`src/rtl/hdup_pkg.sv`:
```
`timescale 1ns / 1ps
`default_nettype none
// ============================================================================
// hdup_pkg
// Shared types, constants and tables of the HTTP date to Unix time parser.
// ============================================================================
package hdup_pkg;

    localparam int unsigned C_QUEUE_DEPTH = 4;
    localparam int unsigned C_MAX_YEAR    = 9999;
    localparam int unsigned W_CHAR        = 8;
    localparam int unsigned W_SECONDS     = 38;

    // One parsed string, handed from the parser to the converter.
    typedef struct packed {
        logic        date_ok;
        logic [13:0] year;
        logic [3:0]  month;
        logic [4:0]  day;
        logic [4:0]  hour;
        logic [5:0]  minute;
        logic [5:0]  second;
    } t_date_rec;

    localparam logic [23:0] C_MONTH_NAMES [12] = '{
        24'h6a616e, 24'h666562, 24'h6d6172, 24'h617072, 24'h6d6179, 24'h6a756e,
        24'h6a756c, 24'h617567, 24'h736570, 24'h6f6374, 24'h6e6f76, 24'h646563
    };

    // Days of a common year that lie before the first of each month.
    localparam logic [8:0] C_CUM_DAYS [16] = '{
        9'd0,   9'd0,   9'd31,  9'd59,  9'd90,  9'd120, 9'd151, 9'd181,
        9'd212, 9'd243, 9'd273, 9'd304, 9'd334, 9'd0,   9'd0,   9'd0
    };

    function automatic logic [3:0] month_lookup(input logic [7:0] a, input logic [7:0] b,
                                                input logic [7:0] d);
        logic [3:0] res;
        res = 4'd0;
        for (int i = 0; i < 12; i++) begin
            if (C_MONTH_NAMES[i] == {a, b, d}) begin
                res = 4'(i + 1);
            end
        end
        return res;
    endfunction

    function automatic logic [8:0] cum_days(input logic [3:0] month);
        return C_CUM_DAYS[month];
    endfunction

endpackage
`default_nettype wire

```
`src/rtl/hdup_char_if.sv`:
```
`timescale 1ns / 1ps
`default_nettype none
// ============================================================================
// hdup_char_if
// Character channel: one string character per transaction.
// ============================================================================
interface hdup_char_if;
    logic                          valid;
    logic                          ready;
    logic [hdup_pkg::W_CHAR-1:0]   char_byte;
    logic                          last_char;

    modport source(output valid, output char_byte, output last_char, input ready);
    modport sink(input valid, input char_byte, input last_char, output ready);
endinterface
`default_nettype wire

```
`src/rtl/hdup_result_if.sv`:
```
`timescale 1ns / 1ps
`default_nettype none
// ============================================================================
// hdup_result_if
// Result channel: one converted date per transaction.
// ============================================================================
interface hdup_result_if;
    logic                            valid;
    logic                            ready;
    logic                            date_valid;
    logic [hdup_pkg::W_SECONDS-1:0]  unix_seconds;

    modport source(output valid, output date_valid, output unix_seconds, input ready);
    modport sink(input valid, input date_valid, input unix_seconds, output ready);
endinterface
`default_nettype wire

```
`src/rtl/hdup_front.sv`:
```
`timescale 1ns / 1ps
`default_nettype none
// ============================================================================
// hdup_front
// Character parser: walks the date syntax one character per cycle while the
// record queue has room, and emits one checked record per string.
// ============================================================================
module hdup_front (
    input  wire logic          i_clk,
    input  wire logic          i_rst_n,
    hdup_char_if.sink          i_char,
    input  wire logic          i_full,
    output logic               o_push,
    output hdup_pkg::t_date_rec o_rec
);

    localparam logic [3:0] PH_SKIP      = 4'd0;
    localparam logic [3:0] PH_DAY_LEAD  = 4'd1;
    localparam logic [3:0] PH_DAY_DIG   = 4'd2;
    localparam logic [3:0] PH_MON0      = 4'd3;
    localparam logic [3:0] PH_MON1      = 4'd4;
    localparam logic [3:0] PH_MON2      = 4'd5;
    localparam logic [3:0] PH_YEAR_LEAD = 4'd6;
    localparam logic [3:0] PH_YEAR_DIG  = 4'd7;
    localparam logic [3:0] PH_HOUR_LEAD = 4'd8;
    localparam logic [3:0] PH_HOUR_DIG  = 4'd9;
    localparam logic [3:0] PH_MIN_LEAD  = 4'd10;
    localparam logic [3:0] PH_MIN_DIG   = 4'd11;
    localparam logic [3:0] PH_SEC_LEAD  = 4'd12;
    localparam logic [3:0] PH_SEC_DIG   = 4'd13;
    localparam logic [3:0] PH_DONE      = 4'd14;

    localparam logic [7:0] CH_NUL     = 8'h00;
    localparam logic [7:0] CH_TAB     = 8'h09;
    localparam logic [7:0] CH_LF      = 8'h0a;
    localparam logic [7:0] CH_CR      = 8'h0d;
    localparam logic [7:0] CH_SPACE   = 8'h20;
    localparam logic [7:0] CH_PLUS    = 8'h2b;
    localparam logic [7:0] CH_COMMA   = 8'h2c;
    localparam logic [7:0] CH_MINUS   = 8'h2d;
    localparam logic [7:0] CH_ZERO    = 8'h30;
    localparam logic [7:0] CH_NINE    = 8'h39;
    localparam logic [7:0] CH_COLON   = 8'h3a;
    localparam logic [7:0] CH_UPPER_A = 8'h41;
    localparam logic [7:0] CH_UPPER_Z = 8'h5a;
    localparam logic [7:0] CH_CASE    = 8'h20;

    localparam logic [10:0] ACC7_MAX  = 11'd127;
    localparam logic [17:0] ACC14_MAX = 18'd16383;

    function automatic logic [7:0] add7(input logic [6:0] acc, input logic [7:0] c);
        logic [10:0] v;
        v = {1'b0, acc, 3'b000} + {3'b000, acc, 1'b0} + {7'd0, c[3:0]};
        if (v > ACC7_MAX) begin
            return {1'b1, 7'h7f};
        end
        return {1'b0, v[6:0]};
    endfunction

    function automatic logic [14:0] add14(input logic [13:0] acc, input logic [7:0] c);
        logic [17:0] v;
        v = {1'b0, acc, 3'b000} + {3'b000, acc, 1'b0} + {14'd0, c[3:0]};
        if (v > ACC14_MAX) begin
            return {1'b1, 14'h3fff};
        end
        return {1'b0, v[13:0]};
    endfunction

    logic [3:0]  r_phase, n_phase;
    logic [6:0]  r_day, n_day;
    logic [13:0] r_year, n_year;
    logic [6:0]  r_hour, n_hour;
    logic [6:0]  r_min, n_min;
    logic [6:0]  r_sec, n_sec;
    logic [7:0]  r_mon0, n_mon0;
    logic [7:0]  r_mon1, n_mon1;
    logic [3:0]  r_month, n_month;
    logic        r_taken, n_taken;
    logic        r_minus, n_minus;
    logic        r_fail, n_fail;

    logic        w_take;
    logic [7:0]  w_c;
    logic [7:0]  w_lc;
    logic        w_ws;
    logic        w_dig;
    logic        w_sign;
    logic        w_end;
    logic        w_ok;
    logic [7:0]  w_add_day, w_add_hour, w_add_min, w_add_sec;
    logic [14:0] w_add_year;

    assign i_char.ready = !i_full;
    assign w_take = i_char.valid && i_char.ready;
    assign w_c    = i_char.char_byte;
    assign w_lc   = (w_c >= CH_UPPER_A && w_c <= CH_UPPER_Z) ? (w_c + CH_CASE) : w_c;
    assign w_ws   = (w_c == CH_SPACE) || (w_c == CH_TAB) || (w_c == CH_CR) || (w_c == CH_LF);
    assign w_dig  = (w_c >= CH_ZERO) && (w_c <= CH_NINE);
    assign w_sign = (w_c == CH_PLUS) || (w_c == CH_MINUS);
    assign w_add_day  = add7(r_day, w_c);
    assign w_add_hour = add7(r_hour, w_c);
    assign w_add_min  = add7(r_min, w_c);
    assign w_add_sec  = add7(r_sec, w_c);
    assign w_add_year = add14(r_year, w_c);
    assign o_push = w_take && i_char.last_char;

    always_comb begin
        n_phase = r_phase;
        n_day   = r_day;
        n_year  = r_year;
        n_hour  = r_hour;
        n_min   = r_min;
        n_sec   = r_sec;
        n_mon0  = r_mon0;
        n_mon1  = r_mon1;
        n_month = r_month;
        n_taken = r_taken;
        n_minus = r_minus;
        n_fail  = r_fail;
        w_end   = 1'b0;

        if (w_take && !r_fail && r_phase != PH_DONE) begin
            if (w_c == CH_NUL) begin
                w_end = 1'b1;
            end else begin
                unique case (r_phase)
                    PH_SKIP: begin
                        if (w_c == CH_COMMA) n_phase = PH_DAY_LEAD;
                    end
                    PH_DAY_LEAD: begin
                        if (w_dig) begin
                            {n_fail, n_day} = w_add_day;
                            n_phase = PH_DAY_DIG;
                        end else if (w_sign) begin
                            n_minus = (w_c == CH_MINUS);
                            n_phase = PH_DAY_DIG;
                        end else if (!w_ws) begin
                            n_fail = 1'b1;
                        end
                    end
                    PH_DAY_DIG: begin
                        if (w_dig) begin
                            {n_fail, n_day} = w_add_day;
                        end else begin
                            n_fail  = r_minus && (r_day != 7'd0);
                            n_minus = 1'b0;
                            n_taken = 1'b0;
                            n_phase = PH_MON0;
                            if (!n_fail && !w_ws) begin
                                n_mon0  = w_lc;
                                n_phase = PH_MON1;
                            end
                        end
                    end
                    PH_MON0: begin
                        if (!w_ws) begin
                            n_mon0  = w_lc;
                            n_phase = PH_MON1;
                        end
                    end
                    PH_MON1: begin
                        n_mon1  = w_lc;
                        n_phase = PH_MON2;
                    end
                    PH_MON2: begin
                        n_month = hdup_pkg::month_lookup(r_mon0, r_mon1, w_lc);
                        n_fail  = (n_month == 4'd0);
                        n_phase = PH_YEAR_LEAD;
                    end
                    PH_YEAR_LEAD: begin
                        if (w_dig) begin
                            {n_fail, n_year} = w_add_year;
                            n_phase = PH_YEAR_DIG;
                        end else if (w_sign) begin
                            n_minus = (w_c == CH_MINUS);
                            n_phase = PH_YEAR_DIG;
                        end else if (!w_ws) begin
                            n_fail = 1'b1;
                        end
                    end
                    PH_YEAR_DIG: begin
                        if (w_dig) begin
                            {n_fail, n_year} = w_add_year;
                        end else begin
                            n_fail  = r_minus && (r_year != 14'd0);
                            n_minus = 1'b0;
                            n_taken = 1'b0;
                            n_phase = PH_HOUR_LEAD;
                            if (!n_fail) begin
                                if (w_dig) begin
                                    {n_fail, n_hour} = w_add_hour;
                                    n_phase = PH_HOUR_DIG;
                                end else if (w_sign) begin
                                    n_minus = (w_c == CH_MINUS);
                                    n_phase = PH_HOUR_DIG;
                                end else if (!w_ws) begin
                                    n_fail = 1'b1;
                                end
                            end
                        end
                    end
                    PH_HOUR_LEAD: begin
                        if (w_dig) begin
                            {n_fail, n_hour} = w_add_hour;
                            n_phase = PH_HOUR_DIG;
                        end else if (w_sign) begin
                            n_minus = (w_c == CH_MINUS);
                            n_phase = PH_HOUR_DIG;
                        end else if (!w_ws) begin
                            n_fail = 1'b1;
                        end
                    end
                    PH_HOUR_DIG: begin
                        if (w_dig) begin
                            {n_fail, n_hour} = w_add_hour;
                        end else begin
                            n_fail  = (r_minus && (r_hour != 7'd0)) || (w_c != CH_COLON);
                            n_minus = 1'b0;
                            n_taken = 1'b0;
                            if (w_c == CH_COLON) n_phase = PH_MIN_LEAD;
                        end
                    end
                    PH_MIN_LEAD: begin
                        if (w_ws) begin
                            n_taken = 1'b1;
                        end else if (w_dig) begin
                            {n_fail, n_min} = w_add_min;
                            n_phase = PH_MIN_DIG;
                        end else if (w_sign) begin
                            n_minus = (w_c == CH_MINUS);
                            n_phase = PH_MIN_DIG;
                        end else if (w_c == CH_COLON && r_taken) begin
                            n_fail  = r_minus && (r_min != 7'd0);
                            n_minus = 1'b0;
                            n_taken = 1'b0;
                            n_phase = PH_SEC_LEAD;
                        end else begin
                            n_fail = 1'b1;
                        end
                    end
                    PH_MIN_DIG: begin
                        if (w_dig) begin
                            {n_fail, n_min} = w_add_min;
                        end else begin
                            n_fail  = (r_minus && (r_min != 7'd0)) || (w_c != CH_COLON);
                            n_minus = 1'b0;
                            n_taken = 1'b0;
                            if (w_c == CH_COLON) n_phase = PH_SEC_LEAD;
                        end
                    end
                    PH_SEC_LEAD: begin
                        if (w_dig) begin
                            {n_fail, n_sec} = w_add_sec;
                            n_phase = PH_SEC_DIG;
                        end else if (w_sign) begin
                            n_minus = (w_c == CH_MINUS);
                            n_phase = PH_SEC_DIG;
                        end else if (!w_ws) begin
                            n_phase = PH_DONE;
                        end
                    end
                    PH_SEC_DIG: begin
                        if (w_dig) begin
                            {n_fail, n_sec} = w_add_sec;
                        end else begin
                            n_fail  = r_minus && (r_sec != 7'd0);
                            n_minus = 1'b0;
                            n_taken = 1'b0;
                            n_phase = PH_DONE;
                        end
                    end
                    default: begin
                    end
                endcase
            end
        end

        // End of text, by a NUL byte or by the last character of the string.
        if (w_end || (o_push && !n_fail)) begin
            if (n_phase == PH_SEC_DIG) begin
                n_fail  = n_fail || (n_minus && (n_sec != 7'd0));
                n_minus = 1'b0;
                n_taken = 1'b0;
            end
            if (n_phase < PH_SEC_LEAD) n_fail = 1'b1;
            n_phase = PH_DONE;
        end

        w_ok = !n_fail && (n_year >= 14'd1970) && (n_year <= 14'(hdup_pkg::C_MAX_YEAR)) &&
               (n_month >= 4'd1) && (n_month <= 4'd12) && (n_day >= 7'd1) &&
               (n_day <= 7'd31) && (n_hour <= 7'd23) && (n_min <= 7'd59) && (n_sec <= 7'd60);

        o_rec.date_ok = w_ok;
        o_rec.year    = n_year;
        o_rec.month   = n_month;
        o_rec.day     = n_day[4:0];
        o_rec.hour    = n_hour[4:0];
        o_rec.minute  = n_min[5:0];
        o_rec.second  = n_sec[5:0];

        if (o_push) begin
            n_phase = PH_SKIP;
            n_day   = 7'd0;
            n_year  = 14'd0;
            n_hour  = 7'd0;
            n_min   = 7'd0;
            n_sec   = 7'd0;
            n_mon0  = 8'd0;
            n_mon1  = 8'd0;
            n_month = 4'd0;
            n_taken = 1'b0;
            n_minus = 1'b0;
            n_fail  = 1'b0;
        end
    end

    always_ff @(posedge i_clk) begin
        if (!i_rst_n) begin
            r_phase <= PH_SKIP;
            r_day   <= 7'd0;
            r_year  <= 14'd0;
            r_hour  <= 7'd0;
            r_min   <= 7'd0;
            r_sec   <= 7'd0;
            r_mon0  <= 8'd0;
            r_mon1  <= 8'd0;
            r_month <= 4'd0;
            r_taken <= 1'b0;
            r_minus <= 1'b0;
            r_fail  <= 1'b0;
        end else begin
            r_phase <= n_phase;
            r_day   <= n_day;
            r_year  <= n_year;
            r_hour  <= n_hour;
            r_min   <= n_min;
            r_sec   <= n_sec;
            r_mon0  <= n_mon0;
            r_mon1  <= n_mon1;
            r_month <= n_month;
            r_taken <= n_taken;
            r_minus <= n_minus;
            r_fail  <= n_fail;
        end
    end

endmodule
`default_nettype wire

```
`src/rtl/hdup_queue.sv`:
```
`timescale 1ns / 1ps
`default_nettype none
// ============================================================================
// hdup_queue
// Short record queue between the parser and the converter.
// ============================================================================
module hdup_queue #(
    parameter int unsigned DEPTH = hdup_pkg::C_QUEUE_DEPTH
) (
    input  wire logic                i_clk,
    input  wire logic                i_rst_n,
    input  wire logic                i_push,
    input  wire hdup_pkg::t_date_rec i_push_rec,
    input  wire logic                i_pop,
    output hdup_pkg::t_date_rec      o_pop_rec,
    output logic                     o_full,
    output logic                     o_empty
);

    localparam int unsigned AW = (DEPTH > 1) ? $clog2(DEPTH) : 1;
    localparam int unsigned CW = $clog2(DEPTH + 1);
    localparam logic [AW-1:0] LAST_PTR = AW'(DEPTH - 1);

    hdup_pkg::t_date_rec r_mem [DEPTH];
    logic [AW-1:0] r_wr_ptr, n_wr_ptr;
    logic [AW-1:0] r_rd_ptr, n_rd_ptr;
    logic [CW-1:0] r_count, n_count;

    assign o_full    = (r_count == CW'(DEPTH));
    assign o_empty   = (r_count == '0);
    assign o_pop_rec = r_mem[r_rd_ptr];

    always_comb begin
        n_wr_ptr = r_wr_ptr;
        n_rd_ptr = r_rd_ptr;
        n_count  = r_count;
        if (i_push) begin
            n_wr_ptr = (r_wr_ptr == LAST_PTR) ? '0 : r_wr_ptr + AW'(1);
        end
        if (i_pop) begin
            n_rd_ptr = (r_rd_ptr == LAST_PTR) ? '0 : r_rd_ptr + AW'(1);
        end
        if (i_push && !i_pop) begin
            n_count = r_count + CW'(1);
        end else if (!i_push && i_pop) begin
            n_count = r_count - CW'(1);
        end
    end

    always_ff @(posedge i_clk) begin
        if (i_push) begin
            r_mem[r_wr_ptr] <= i_push_rec;
        end
    end

    always_ff @(posedge i_clk) begin
        if (!i_rst_n) begin
            r_wr_ptr <= '0;
            r_rd_ptr <= '0;
            r_count  <= '0;
        end else begin
            r_wr_ptr <= n_wr_ptr;
            r_rd_ptr <= n_rd_ptr;
            r_count  <= n_count;
        end
    end

endmodule
`default_nettype wire

```
`src/rtl/hdup_back.sv`:
```
`timescale 1ns / 1ps
`default_nettype none
// ============================================================================
// hdup_back
// Date converter: turns a parsed record into Unix seconds over a few steps
// and holds the result in an output register.
// ============================================================================
module hdup_back (
    input  wire logic                i_clk,
    input  wire logic                i_rst_n,
    input  wire logic                i_empty,
    input  wire hdup_pkg::t_date_rec i_rec,
    output logic                     o_pop,
    hdup_result_if.source            o_result
);

    localparam logic [2:0] ST_IDLE = 3'd0;
    localparam logic [2:0] ST_DIV  = 3'd1;
    localparam logic [2:0] ST_YEAR = 3'd2;
    localparam logic [2:0] ST_SUM  = 3'd3;
    localparam logic [2:0] ST_OUT  = 3'd4;

    // floor(x * RECIP100 / 2**19) equals floor(x / 100) for every 14-bit x.
    localparam logic [26:0] RECIP100 = 27'd5243;
    localparam int unsigned W_SEC    = hdup_pkg::W_SECONDS;

    logic [2:0]          r_state, n_state;
    hdup_pkg::t_date_rec r_rec;
    logic [13:0]         r_yd;
    logic [11:0]         r_n4;
    logic [7:0]          r_q100, r_q400, r_y100;
    logic [23:0]         r_year_days;
    logic                r_leap;
    logic [9:0]          r_mday;
    logic [16:0]         r_tod;
    logic [23:0]         r_days;
    logic                r_out_valid, n_out_valid;
    logic                r_out_ok;
    logic [W_SEC-1:0]    r_out_secs;

    logic [13:0] w_n;
    logic [26:0] w_p_n, w_p_n4, w_p_y;
    logic [13:0] w_hundreds;
    logic [40:0] w_secs;
    logic        w_load_out;

    assign w_n    = r_rec.year - 14'd1;
    assign w_p_n  = 27'(w_n) * RECIP100;
    assign w_p_n4 = 27'(w_n[13:2]) * RECIP100;
    assign w_p_y  = 27'(r_rec.year) * RECIP100;
    assign w_hundreds = 14'({6'd0, r_y100} * 14'd100);
    assign w_secs = 41'(r_days) * 41'd86400 + 41'(r_tod);

    assign o_pop      = (r_state == ST_IDLE) && !i_empty;
    assign w_load_out = (r_state == ST_OUT) && (!r_out_valid || o_result.ready);

    assign o_result.valid        = r_out_valid;
    assign o_result.date_valid   = r_out_ok;
    assign o_result.unix_seconds = r_out_secs;

    always_comb begin
        n_state = r_state;
        unique case (r_state)
            ST_IDLE: if (!i_empty) n_state = ST_DIV;
            ST_DIV:  n_state = ST_YEAR;
            ST_YEAR: n_state = ST_SUM;
            ST_SUM:  n_state = ST_OUT;
            ST_OUT:  if (w_load_out) n_state = ST_IDLE;
            default: n_state = ST_IDLE;
        endcase
        n_out_valid = w_load_out || (r_out_valid && !o_result.ready);
    end

    always_ff @(posedge i_clk) begin
        if (!i_rst_n) begin
            r_state     <= ST_IDLE;
            r_out_valid <= 1'b0;
        end else begin
            r_state     <= n_state;
            r_out_valid <= n_out_valid;
        end
    end

    always_ff @(posedge i_clk) begin
        if (o_pop) begin
            r_rec <= i_rec;
        end
        if (r_state == ST_DIV) begin
            r_yd   <= r_rec.year - 14'd1970;
            r_n4   <= w_n[13:2];
            r_q100 <= w_p_n[26:19];
            r_q400 <= w_p_n4[26:19];
            r_y100 <= w_p_y[26:19];
        end
        if (r_state == ST_YEAR) begin
            r_year_days <= 24'(r_yd) * 24'd365 + 24'(r_n4) - 24'(r_q100) + 24'(r_q400)
                           - 24'd477;
            r_leap      <= (r_rec.year[1:0] == 2'b00) &&
                           ((r_rec.year != w_hundreds) || (r_y100[1:0] == 2'b00));
            r_mday      <= 10'(hdup_pkg::cum_days(r_rec.month)) + 10'(r_rec.day) - 10'd1;
            r_tod       <= 17'(r_rec.hour) * 17'd3600 + 17'(r_rec.minute) * 17'd60
                           + 17'(r_rec.second);
        end
        if (r_state == ST_SUM) begin
            r_days <= r_year_days + 24'(r_mday) + 24'(r_leap && (r_rec.month > 4'd2));
        end
        if (w_load_out) begin
            r_out_ok   <= r_rec.date_ok;
            r_out_secs <= r_rec.date_ok ? w_secs[W_SEC-1:0] : '0;
        end
    end

endmodule
`default_nettype wire

```
`src/rtl/http_date_to_unix_parser.sv`:
```
`timescale 1ns / 1ps
`default_nettype none
// ============================================================================
// http_date_to_unix_parser
// RFC 1123 date string to Unix seconds, one character per transaction.
// ============================================================================
// The parser takes one character per cycle and keeps ready high as long as its
// record queue (QUEUE_DEPTH entries) has room. The transaction that carries the
// last character of a string places a checked record in the queue in that same
// cycle. The converter then works through each record in order: it pops the
// record from the queue, does three arithmetic steps (reciprocal divisions of
// the year, year and month day counts, their sum) and a multiply into the output
// register, which waits while a held result is not taken. It pops the next record
// only after that, so strings that arrive faster fill the queue and hold ready low.
module http_date_to_unix_parser #(
    parameter int unsigned QUEUE_DEPTH = hdup_pkg::C_QUEUE_DEPTH
) (
    input  wire logic      i_clk,
    input  wire logic      i_rst_n,
    hdup_char_if.sink      i_char,
    hdup_result_if.source  o_result
);

    logic                w_push;
    logic                w_pop;
    logic                w_full;
    logic                w_empty;
    hdup_pkg::t_date_rec w_push_rec;
    hdup_pkg::t_date_rec w_pop_rec;

    hdup_front u_front (
        .i_clk   (i_clk),
        .i_rst_n (i_rst_n),
        .i_char  (i_char),
        .i_full  (w_full),
        .o_push  (w_push),
        .o_rec   (w_push_rec)
    );

    hdup_queue #(
        .DEPTH (QUEUE_DEPTH)
    ) u_queue (
        .i_clk      (i_clk),
        .i_rst_n    (i_rst_n),
        .i_push     (w_push),
        .i_push_rec (w_push_rec),
        .i_pop      (w_pop),
        .o_pop_rec  (w_pop_rec),
        .o_full     (w_full),
        .o_empty    (w_empty)
    );

    hdup_back u_back (
        .i_clk    (i_clk),
        .i_rst_n  (i_rst_n),
        .i_empty  (w_empty),
        .i_rec    (w_pop_rec),
        .o_pop    (w_pop),
        .o_result (o_result)
    );

    a_no_push_when_full : assert property (
        @(posedge i_clk) disable iff (!i_rst_n) w_push |-> !w_full
    ) else $error("Record pushed into a full queue.");

    a_no_pop_when_empty : assert property (
        @(posedge i_clk) disable iff (!i_rst_n) w_pop |-> !w_empty
    ) else $error("Record popped from an empty queue.");

    a_last_char_queues : assert property (
        @(posedge i_clk) disable iff (!i_rst_n)
        (i_char.valid && i_char.ready && i_char.last_char) |=> !w_empty
    ) else $error("Last character transaction left no record in the queue.");

    a_invalid_is_zero : assert property (
        @(posedge i_clk) disable iff (!i_rst_n)
        (o_result.valid && !o_result.date_valid) |-> (o_result.unix_seconds == '0)
    ) else $error("Invalid date reported with nonzero seconds.");

endmodule
`default_nettype wire
```
`src/flat_wrapper.sv`:
```
// flat-port wrapper written by rule: the top's interface ports become plain ports
module http_date_to_unix_parser_flat 
#(
    parameter int unsigned QUEUE_DEPTH = hdup_pkg::C_QUEUE_DEPTH
)
  (i_clk, i_rst_n, i_char_valid, i_char_char_byte, i_char_last_char, i_char_ready, o_result_valid, o_result_date_valid, o_result_unix_seconds, o_result_ready);
  hdup_char_if i_char_i ();
  hdup_result_if o_result_i ();
  input  wire logic i_clk;
  input  wire logic i_rst_n;
  input wire logic [$bits(i_char_i.valid)-1:0] i_char_valid;
  input wire logic [$bits(i_char_i.char_byte)-1:0] i_char_char_byte;
  input wire logic [$bits(i_char_i.last_char)-1:0] i_char_last_char;
  output wire logic [$bits(i_char_i.ready)-1:0] i_char_ready;
  output wire logic [$bits(o_result_i.valid)-1:0] o_result_valid;
  output wire logic [$bits(o_result_i.date_valid)-1:0] o_result_date_valid;
  output wire logic [$bits(o_result_i.unix_seconds)-1:0] o_result_unix_seconds;
  input wire logic [$bits(o_result_i.ready)-1:0] o_result_ready;
  assign i_char_i.valid = i_char_valid;
  assign i_char_i.char_byte = i_char_char_byte;
  assign i_char_i.last_char = i_char_last_char;
  assign i_char_ready = i_char_i.ready;
  assign o_result_valid = o_result_i.valid;
  assign o_result_date_valid = o_result_i.date_valid;
  assign o_result_unix_seconds = o_result_i.unix_seconds;
  assign o_result_i.ready = o_result_ready;
  http_date_to_unix_parser #(.QUEUE_DEPTH(QUEUE_DEPTH)) u_core (.i_clk(i_clk), .i_rst_n(i_rst_n), .i_char(i_char_i), .o_result(o_result_i));
endmodule
```
`config.mk`:
```
export PLATFORM = sky130hd
export DESIGN_NAME = http_date_to_unix_parser_flat
export DESIGN_NICKNAME = d
export VERILOG_FILES = /design/src/rtl/hdup_pkg.sv /design/src/rtl/hdup_char_if.sv /design/src/rtl/hdup_result_if.sv /design/src/rtl/hdup_front.sv /design/src/rtl/hdup_queue.sv /design/src/rtl/hdup_back.sv /design/src/rtl/http_date_to_unix_parser.sv /design/src/flat_wrapper.sv
export SDC_FILE = /design/constraint.sdc
export NUM_CORES = 2
export LEC_CHECK = 0
export BUFFER_PORTS_ARGS = -buffer_cell sky130_fd_sc_hd__buf_2
export CAP_MARGIN = 10
export CORE_MARGIN = 2
export CORE_UTILIZATION = 59
export DETAILED_ROUTE_END_ITERATION = 8
export HOLD_SLACK_MARGIN = 0.08
export PLACE_DENSITY = 0.78
export SETUP_SLACK_MARGIN = 0.3
export SKIP_LAST_GASP = 1
export SLEW_MARGIN = 10
export SYNTH_ARGS = -nofsm -noshare
export SYNTH_HDL_FRONTEND = slang
export SYNTH_HIERARCHICAL = 1
export SYNTH_SLANG_ARGS = --single-unit
```
`constraint.sdc`:
```
create_clock -name i_clk -period 6.9 [get_ports i_clk]
set_input_delay 0 -clock i_clk [delete_from_list [all_inputs] [get_ports i_clk]]
set_output_delay 0 -clock i_clk [all_outputs]
set_load 0.02 [all_outputs]
```
---- After elaboration in Yosys (flattened, before gate mapping) ----
Memory sizes are Yosys's and may differ from the RTL's. A register that Yosys moved wholly into a read port is not among the register bits.
Index checks and enable logic that the tools add are counted.
storage, ports and cells
  flip-flop bits (word level) ............. 243
  RAM bits ................................ 164
  memory bits (read-only) ................. 144
  input port bits ......................... 13
  word-level logic and storage cells ...... 371
  memories ................................ 2
memories
  memory                words  width  rd ports  clocked after Yosys merged registers in  write ports  line              source
  u_core.u_queue.r_mem  4      41     1         1                                        1            hdup_queue.sv:24  hdup_pkg::t_date_rec r_mem [DEPTH];
  (name not given)      16     9      1         0                                        0            hdup_pkg.sv:49    return C_CUM_DAYS[month];
operators by class
  $add $sub $neg .......................... 28
  $mul .................................... 8
  magnitude comparators ................... 21
  equality and inequality tests ........... 49
  mux-type cells .......................... 150
  bitwise logic cells ..................... 3
  reductions and logical operators ........ 80
operators with widths
  kind                    number
  $eq 23x24->1 const A    12
  $mux 4                  42
  $mux 7                  16
  $mux 8                  12
  $mux 1                  58
  $mux 14                 4
  $pmux 4 s14             1
  $mul 14x13->27 const B  2
  $add 10x8->11           4
  $add 11x4->11           4
  $gt 11x7->1 const B     4
  $eq 8x6->1 const B      5
  $add 38x17->38          1
  $reduce_bool 7->1       5
  $logic_and 1x1->1       31
  $mul 24x10->31 const B  1
  $mux 15                 2
  $eq 4x4->1 const B      7
  $mul 12x13->25 const B  1
  $add 23x12->24          1
  $add 24x1->24           1
  $add 24x10->24          1
  $add 24x6->24           1
  $eq 8x4->1 const B      3
  70 further kinds        120

---- Longest topological paths before layout ----
  depth in word-level cells ............... 37
  mapped depth ............................ 31
  depth with buffers taken out ............ 31

---- Cells and area by module ----
The synthesis kept the hierarchy.
modules (own cells, without submodules)
  module      times used  cells an instance  area each (um^2)  seq. area each (um^2)
  hdup_back   1           2666               27946.8           6206.0
  hdup_front  1           886                6979.2            1381.3
  hdup_queue  1           259                6424.9            5104.9

---- Least setup slack after synthesis ----
OpenSTA, ideal clock, no wires.
  path kind ............................... flip-flop to flip-flop
  start point ............................. register, netlist name u_core/u_back/r_rec[28]
  end point ............................... register u_core.u_back.r_q400[5], data pin
  arrival ................................. 7.080 ns
  path slack .............................. -0.444 ns
  stages on the path, launching flop included .. 29
  buffers on the path ..................... 0
  period minus slack after synthesis ...... 7.344 ns
  cell sequence ........................... edfxtp_1 > inv_1 > ha_1 > a21boi_0 > o211ai_1 > nand2_1 > nand2_1 > nand2_1 > nand3_1 > xnor2_1 > ha_1 > ha_1 > xor2_1 > ha_1 > fa_1 > fa_1 > inv_1 > fa_1 > inv_1 > ha_1 > a21o_1 > a211o_1 > a2111oi_0 > o21ai_0 > o2111ai_1 > a2111oi_0 > o21ai_0 > o21ai_0 > xnor2_1
on the way
  longest elaborated chain between the ends .. 2
ends and longest elaborated chain
  item                          line             source
  $sub 14x1->14                 hdup_back.sv:47  assign w_n = r_rec.year - 14'd1;
  via u_core.u_back.w_n[13]     hdup_back.sv:41  logic [13:0] w_n;
  $mul 12x13->25                hdup_back.sv:49  assign w_p_n4 = 27'(w_n[13:2]) * RECIP100;
  via u_core.u_back.w_p_n4[24]  hdup_back.sv:42  logic [26:0] w_p_n, w_p_n4, w_p_y;
  to (signal assigned)          hdup_back.sv:92  r_q400 <= w_p_n4[26:19];
  to (decl)                     hdup_back.sv:31  logic [7:0] r_q100, r_q400, r_y100;
The timed path passes the listed nets, and every way through them passes these cells.
A chain may end at the register's enable or synchronous reset.

---- Worst setup path in the final report ----
  start point ............................. register, netlist name u_core/u_back/r_rec[28]
  end point ............................... register u_core.u_back.r_q100[7], data pin
on the way
  longest elaborated chain between the ends .. 2
ends and longest elaborated chain
  item                         line             source
  $sub 14x1->14                hdup_back.sv:47
  via u_core.u_back.w_n[11]    hdup_back.sv:41
  $mul 14x13->27               hdup_back.sv:48  assign w_p_n = 27'(w_n) * RECIP100;
  via u_core.u_back.w_p_n[26]  hdup_back.sv:42
  to (signal assigned)         hdup_back.sv:91  r_q100 <= w_p_n[26:19];
  to (decl)                    hdup_back.sv:31
The timed path passes the listed nets, and every way through them passes these cells.

==> impl_metrics.py <==
metrics = {
    "timing": {
        "tns_ps": 0,
        "timing.fmax_mhz": 154,
        "grt_setup_unrepaired": "yes",
        "finClkSkew_ps": 27.0,
        "drv_slew": 0,
        "setup_viol": 0,
        "tightestPinTransition_ps": 1180,
        "max_slew_margin": 0.212,
        "finalCritPeriodShare": 0.941,
        "hold_viol_final": 0,
        "fin_crit_ps": 6490,
    },
    "layout": {
        "diodes": 0,
        "final_nets": 4954,
        "fin_area_um2": 45200,
        "area_delta_synth_final_pct": 9.32,
        "drive_above_1_share": 0.0934,
    },
    "placement": {
        "placed_area_um2": 43000,
        "dp_hpwl_um": 67500,
        "gp_congestion": 0.926,
        "io_buffers": 53,
    },
    "synthesis": {
        "ys_seq_area_frac": 0.307,
        "netlist_area_um2": 41400,
        "syn-num-nets": 4822,
        "synth_seq_cells": 450,
        "synth-edff-count": 368,
        "syn_area_per_cell_um2": 10.9,
        "synth_top_area_cell": "edfxtp_1",
        "async_flop_share": 0,
        "ys.flop_type": "edfxtp_1",
        "netlist_instances": 3811,
        "yosysUniqueCellTypes": 114,
        "synth.top_cell.area_share": 0.267,
        "synth_area_leaders": "edfxtp_1, ha_1, fa_1",
        "ys.warnings.count": 6,
    },
    "worst_setup_path": {
        "path_class": "flop to flop",
        "slowest_delay_ps": 590,
        "cpMostUsedCell": "fa_1",
        "crit_arrival_ps": 6840,
        "critPathLaunch": "u_core/u_back/r_rec[28]",
        "worst_r2r_path_depth": 30,
        "critPathCaptureType": "flop",
        "worst_setup_path_start_kind": "flop",
        "critPathMaxFanout": 6,
        "rr_startpoint": "u_core/u_back/r_rec[28]",
        "required_ps": 7250,
        "critical_path.slowest_cell": "fa_1",
    },
    "global_routing": {
        "busiest_layer": "met2",
        "grt_antenna_before_repair": 1,
        "track_usage": 0.250,
        "grt_pass1_vias": 28400,
        "grt_use_met1": 0.325,
        "grtUsageMet2": 0.443,
        "grt_pass1_wl_um": 144000,
        "grt_max_degree": 54,
        "grt_util_met3": 0.0301,
        "overflow": 0,
    },
    "worst_hold_path": {
        "hp-class": "primary input to flop",
        "whs_path_depth": 5,
        "holdCritStartpoint": "i_char_valid",
    },
    "clock_tree": {
        "clockRootBuffer": "clkbuf_16",
        "cts_sinks": 450,
        "htreeDepth": 2,
        "clock_latency_ps": 620,
        "clk_pin_slew_worst_paths_ps": 60,
        "numCtsBuffers": 49,
        "cts_tree": "built",
        "clockBufferDepth": 3,
    },
    "die": {
        "die_area_um2": 72200,
        "die_w_um": 269,
        "core_um2": 69700,
        "start_util": 0.594,
        "ios": 54,
        "die_h_um": 269,
        "num_rows": 97,
    },
    "run_status": {
        "status": "finished clean",
    },
    "flow_run": {
        "maxCapViolCount": 0,
    },
    "drt": {
        "wire_per_inst_um": 17.9,
        "first_pass_iters": 7,
        "drt_wl_total_um": 88400,
        "drc_errors": 0,
        "drtIter0Drc": 2099,
        "ant_nets": 0,
        "viasPerCell": 5.66,
        "num_vias": 27900,
    },
}
cell families (layout without fill, tap and decap cells):
group                      Yosys count  in the layout  synth area share
AOI/OAI and AO/OA                  529            529            0.0870
xor gates and xnor gates           207            207            0.0438
adders and majority gates          998            998             0.360
buffers and inverters              821            994            0.0774
DFF                                450            450             0.307
muxes                               63             63            0.0278
and+or+nand+nor                    743            743            0.0968
through the flow:
stage                     hold slack [ps]  cells  setup slack (ps)   util
final                                 191   4924               407  0.649
after global routing                  180   4924               160  0.649
after CTS                             149   4902               283  0.644
after detailed placement              412   4785              8.99  0.617
after global placement                396   4785               157  0.617
after floorplan                       118   3811               266      -
timing repair:
action	in CTS	in global routing
pin swaps	6	26
setup buffers	11	22
resized for setup	10	31
hold buffers	14	0
endpoints found under the setup margin	7	14
hold endpoints to repair	42	0
metal layers:
layer | part of all wire | up-vias
met5 | 0 | -
met4 | 0.025 | 0
met3 | 0.053 | 136
met2 | 0.50 | 734
met1 | 0.42 | 13700
li1 | - | 13400
layout by cell type (no fill, tap or decap), types with 13 or more instances in the layout:
cell           netlist  layout
ha_1               677     667
a31oi_1             25      25
dfxtp_1             82      80
nor2b_1             65      64
nand2b_1            21      21
clkbuf_16            0      49
a21o_1              45      45
o21a_1              23      23
o211ai_1            17      17
dlygate4sd3_1        0      14
inv_1              749     740
nand3_1             48      46
xnor2_1            145     137
o22a_1              13      13
nor2_1             187     187
buf_2               15      53
o21bai_1            25      25
and2_1              53      49
and3_1              29      29
mux4_2              40      40
edfxtp_1           368     368
xor2_1              62      62
nand4_1             32      32
buf_4                3      82
fa_1               321     321
o21ai_0             71      64
nor4_1              24      23
nand2_1            103      98
or3_1               13      13
a21oi_1            154     151
nor3_1              79      79
a211oi_1            14      13
mux2i_1             20      20
cells in the mapped netlist (14+ instances only):
master,number
nor2b_1,65
nand3_1,48
inv_1,749
mux4_2,40
ha_1,677
nor3b_1,14
o211ai_1,17
nor2_1,187
dfxtp_1,82
o21bai_1,25
nand2b_1,21
mux2i_1,20
o21ai_0,71
a31oi_1,25
nand2_1,103
nor4_1,24
a211oi_1,14
xor2_1,62
xnor2_1,145
and3_1,29
edfxtp_1,368
buf_2,15
o21a_1,23
a21o_1,45
fa_1,321
clkbuf_1,40
a21oi_1,154
nand4_1,32
and2_1,53
nor3_1,79
worst paths after layout:
check / endpoint / slack [ps]
max: u_core/u_back/r_q100[7] / 410
min: u_core/u_front/r_phase[2] / 190
max reg2reg: u_core/u_back/r_q100[7] / 410
min reg2reg: u_core/u_back/r_tod[0] / 470
flip-flops by register name (all words and copies together) (netlist names), 6 cells and up, named ones only:
| name | cells |
|---|---|
| u_core/u_queue/r_mem | 164 |
| u_core/u_back/r_rec | 41 |
| u_core/u_back/o_result.unix_seconds | 38 |
| u_core/u_back/r_days | 24 |
| u_core/u_back/r_year_days | 24 |
| u_core/u_back/r_tod | 17 |
| u_core/u_back/r_yd | 14 |
| u_core/u_front/r_year | 14 |
| u_core/u_back/r_n4 | 12 |
| u_core/u_back/r_mday | 10 |
| u_core/u_back/r_q100 | 8 |
| u_core/u_back/r_y100 | 8 |
| u_core/u_front/r_mon0 | 8 |
| u_core/u_front/r_mon1 | 8 |
| u_core/u_front/r_day | 7 |
| u_core/u_front/r_hour | 7 |
| u_core/u_front/r_min | 7 |
| u_core/u_front/r_sec | 7 |
| u_core/u_back/r_q400 | 6 |
layout make-up:
| class | instances | area (um2) |
|---|---|---|
| Clock inverter | 35 | 352 |
| Clock buffer | 57 | 1280 |
| Tap cell | 940 | 1180 |
| Sequential cell | 450 | 12700 |
| Multi-Input combinational cell | 2540 | 25800 |
| Timing Repair Buffer | 151 | 1050 |
| Inverter | 751 | 2830 |
| Fill cell | 5260 | 24500 |
critical path, delay by kind of cell (launching register included):
kind / cells / cell delay [ps]
adders and majority gates: 7 / 2830
DFF: 1 / 430
AOI/OAI and AO/OA: 11 / 1680
and+or+nand+nor: 4 / 320
buffers and inverters: 6 / 670
xor gates and xnor gates: 2 / 310
Power is not shown: default switching activity piles up to over one toggle a cycle in this logic, so the estimate is an artifact.
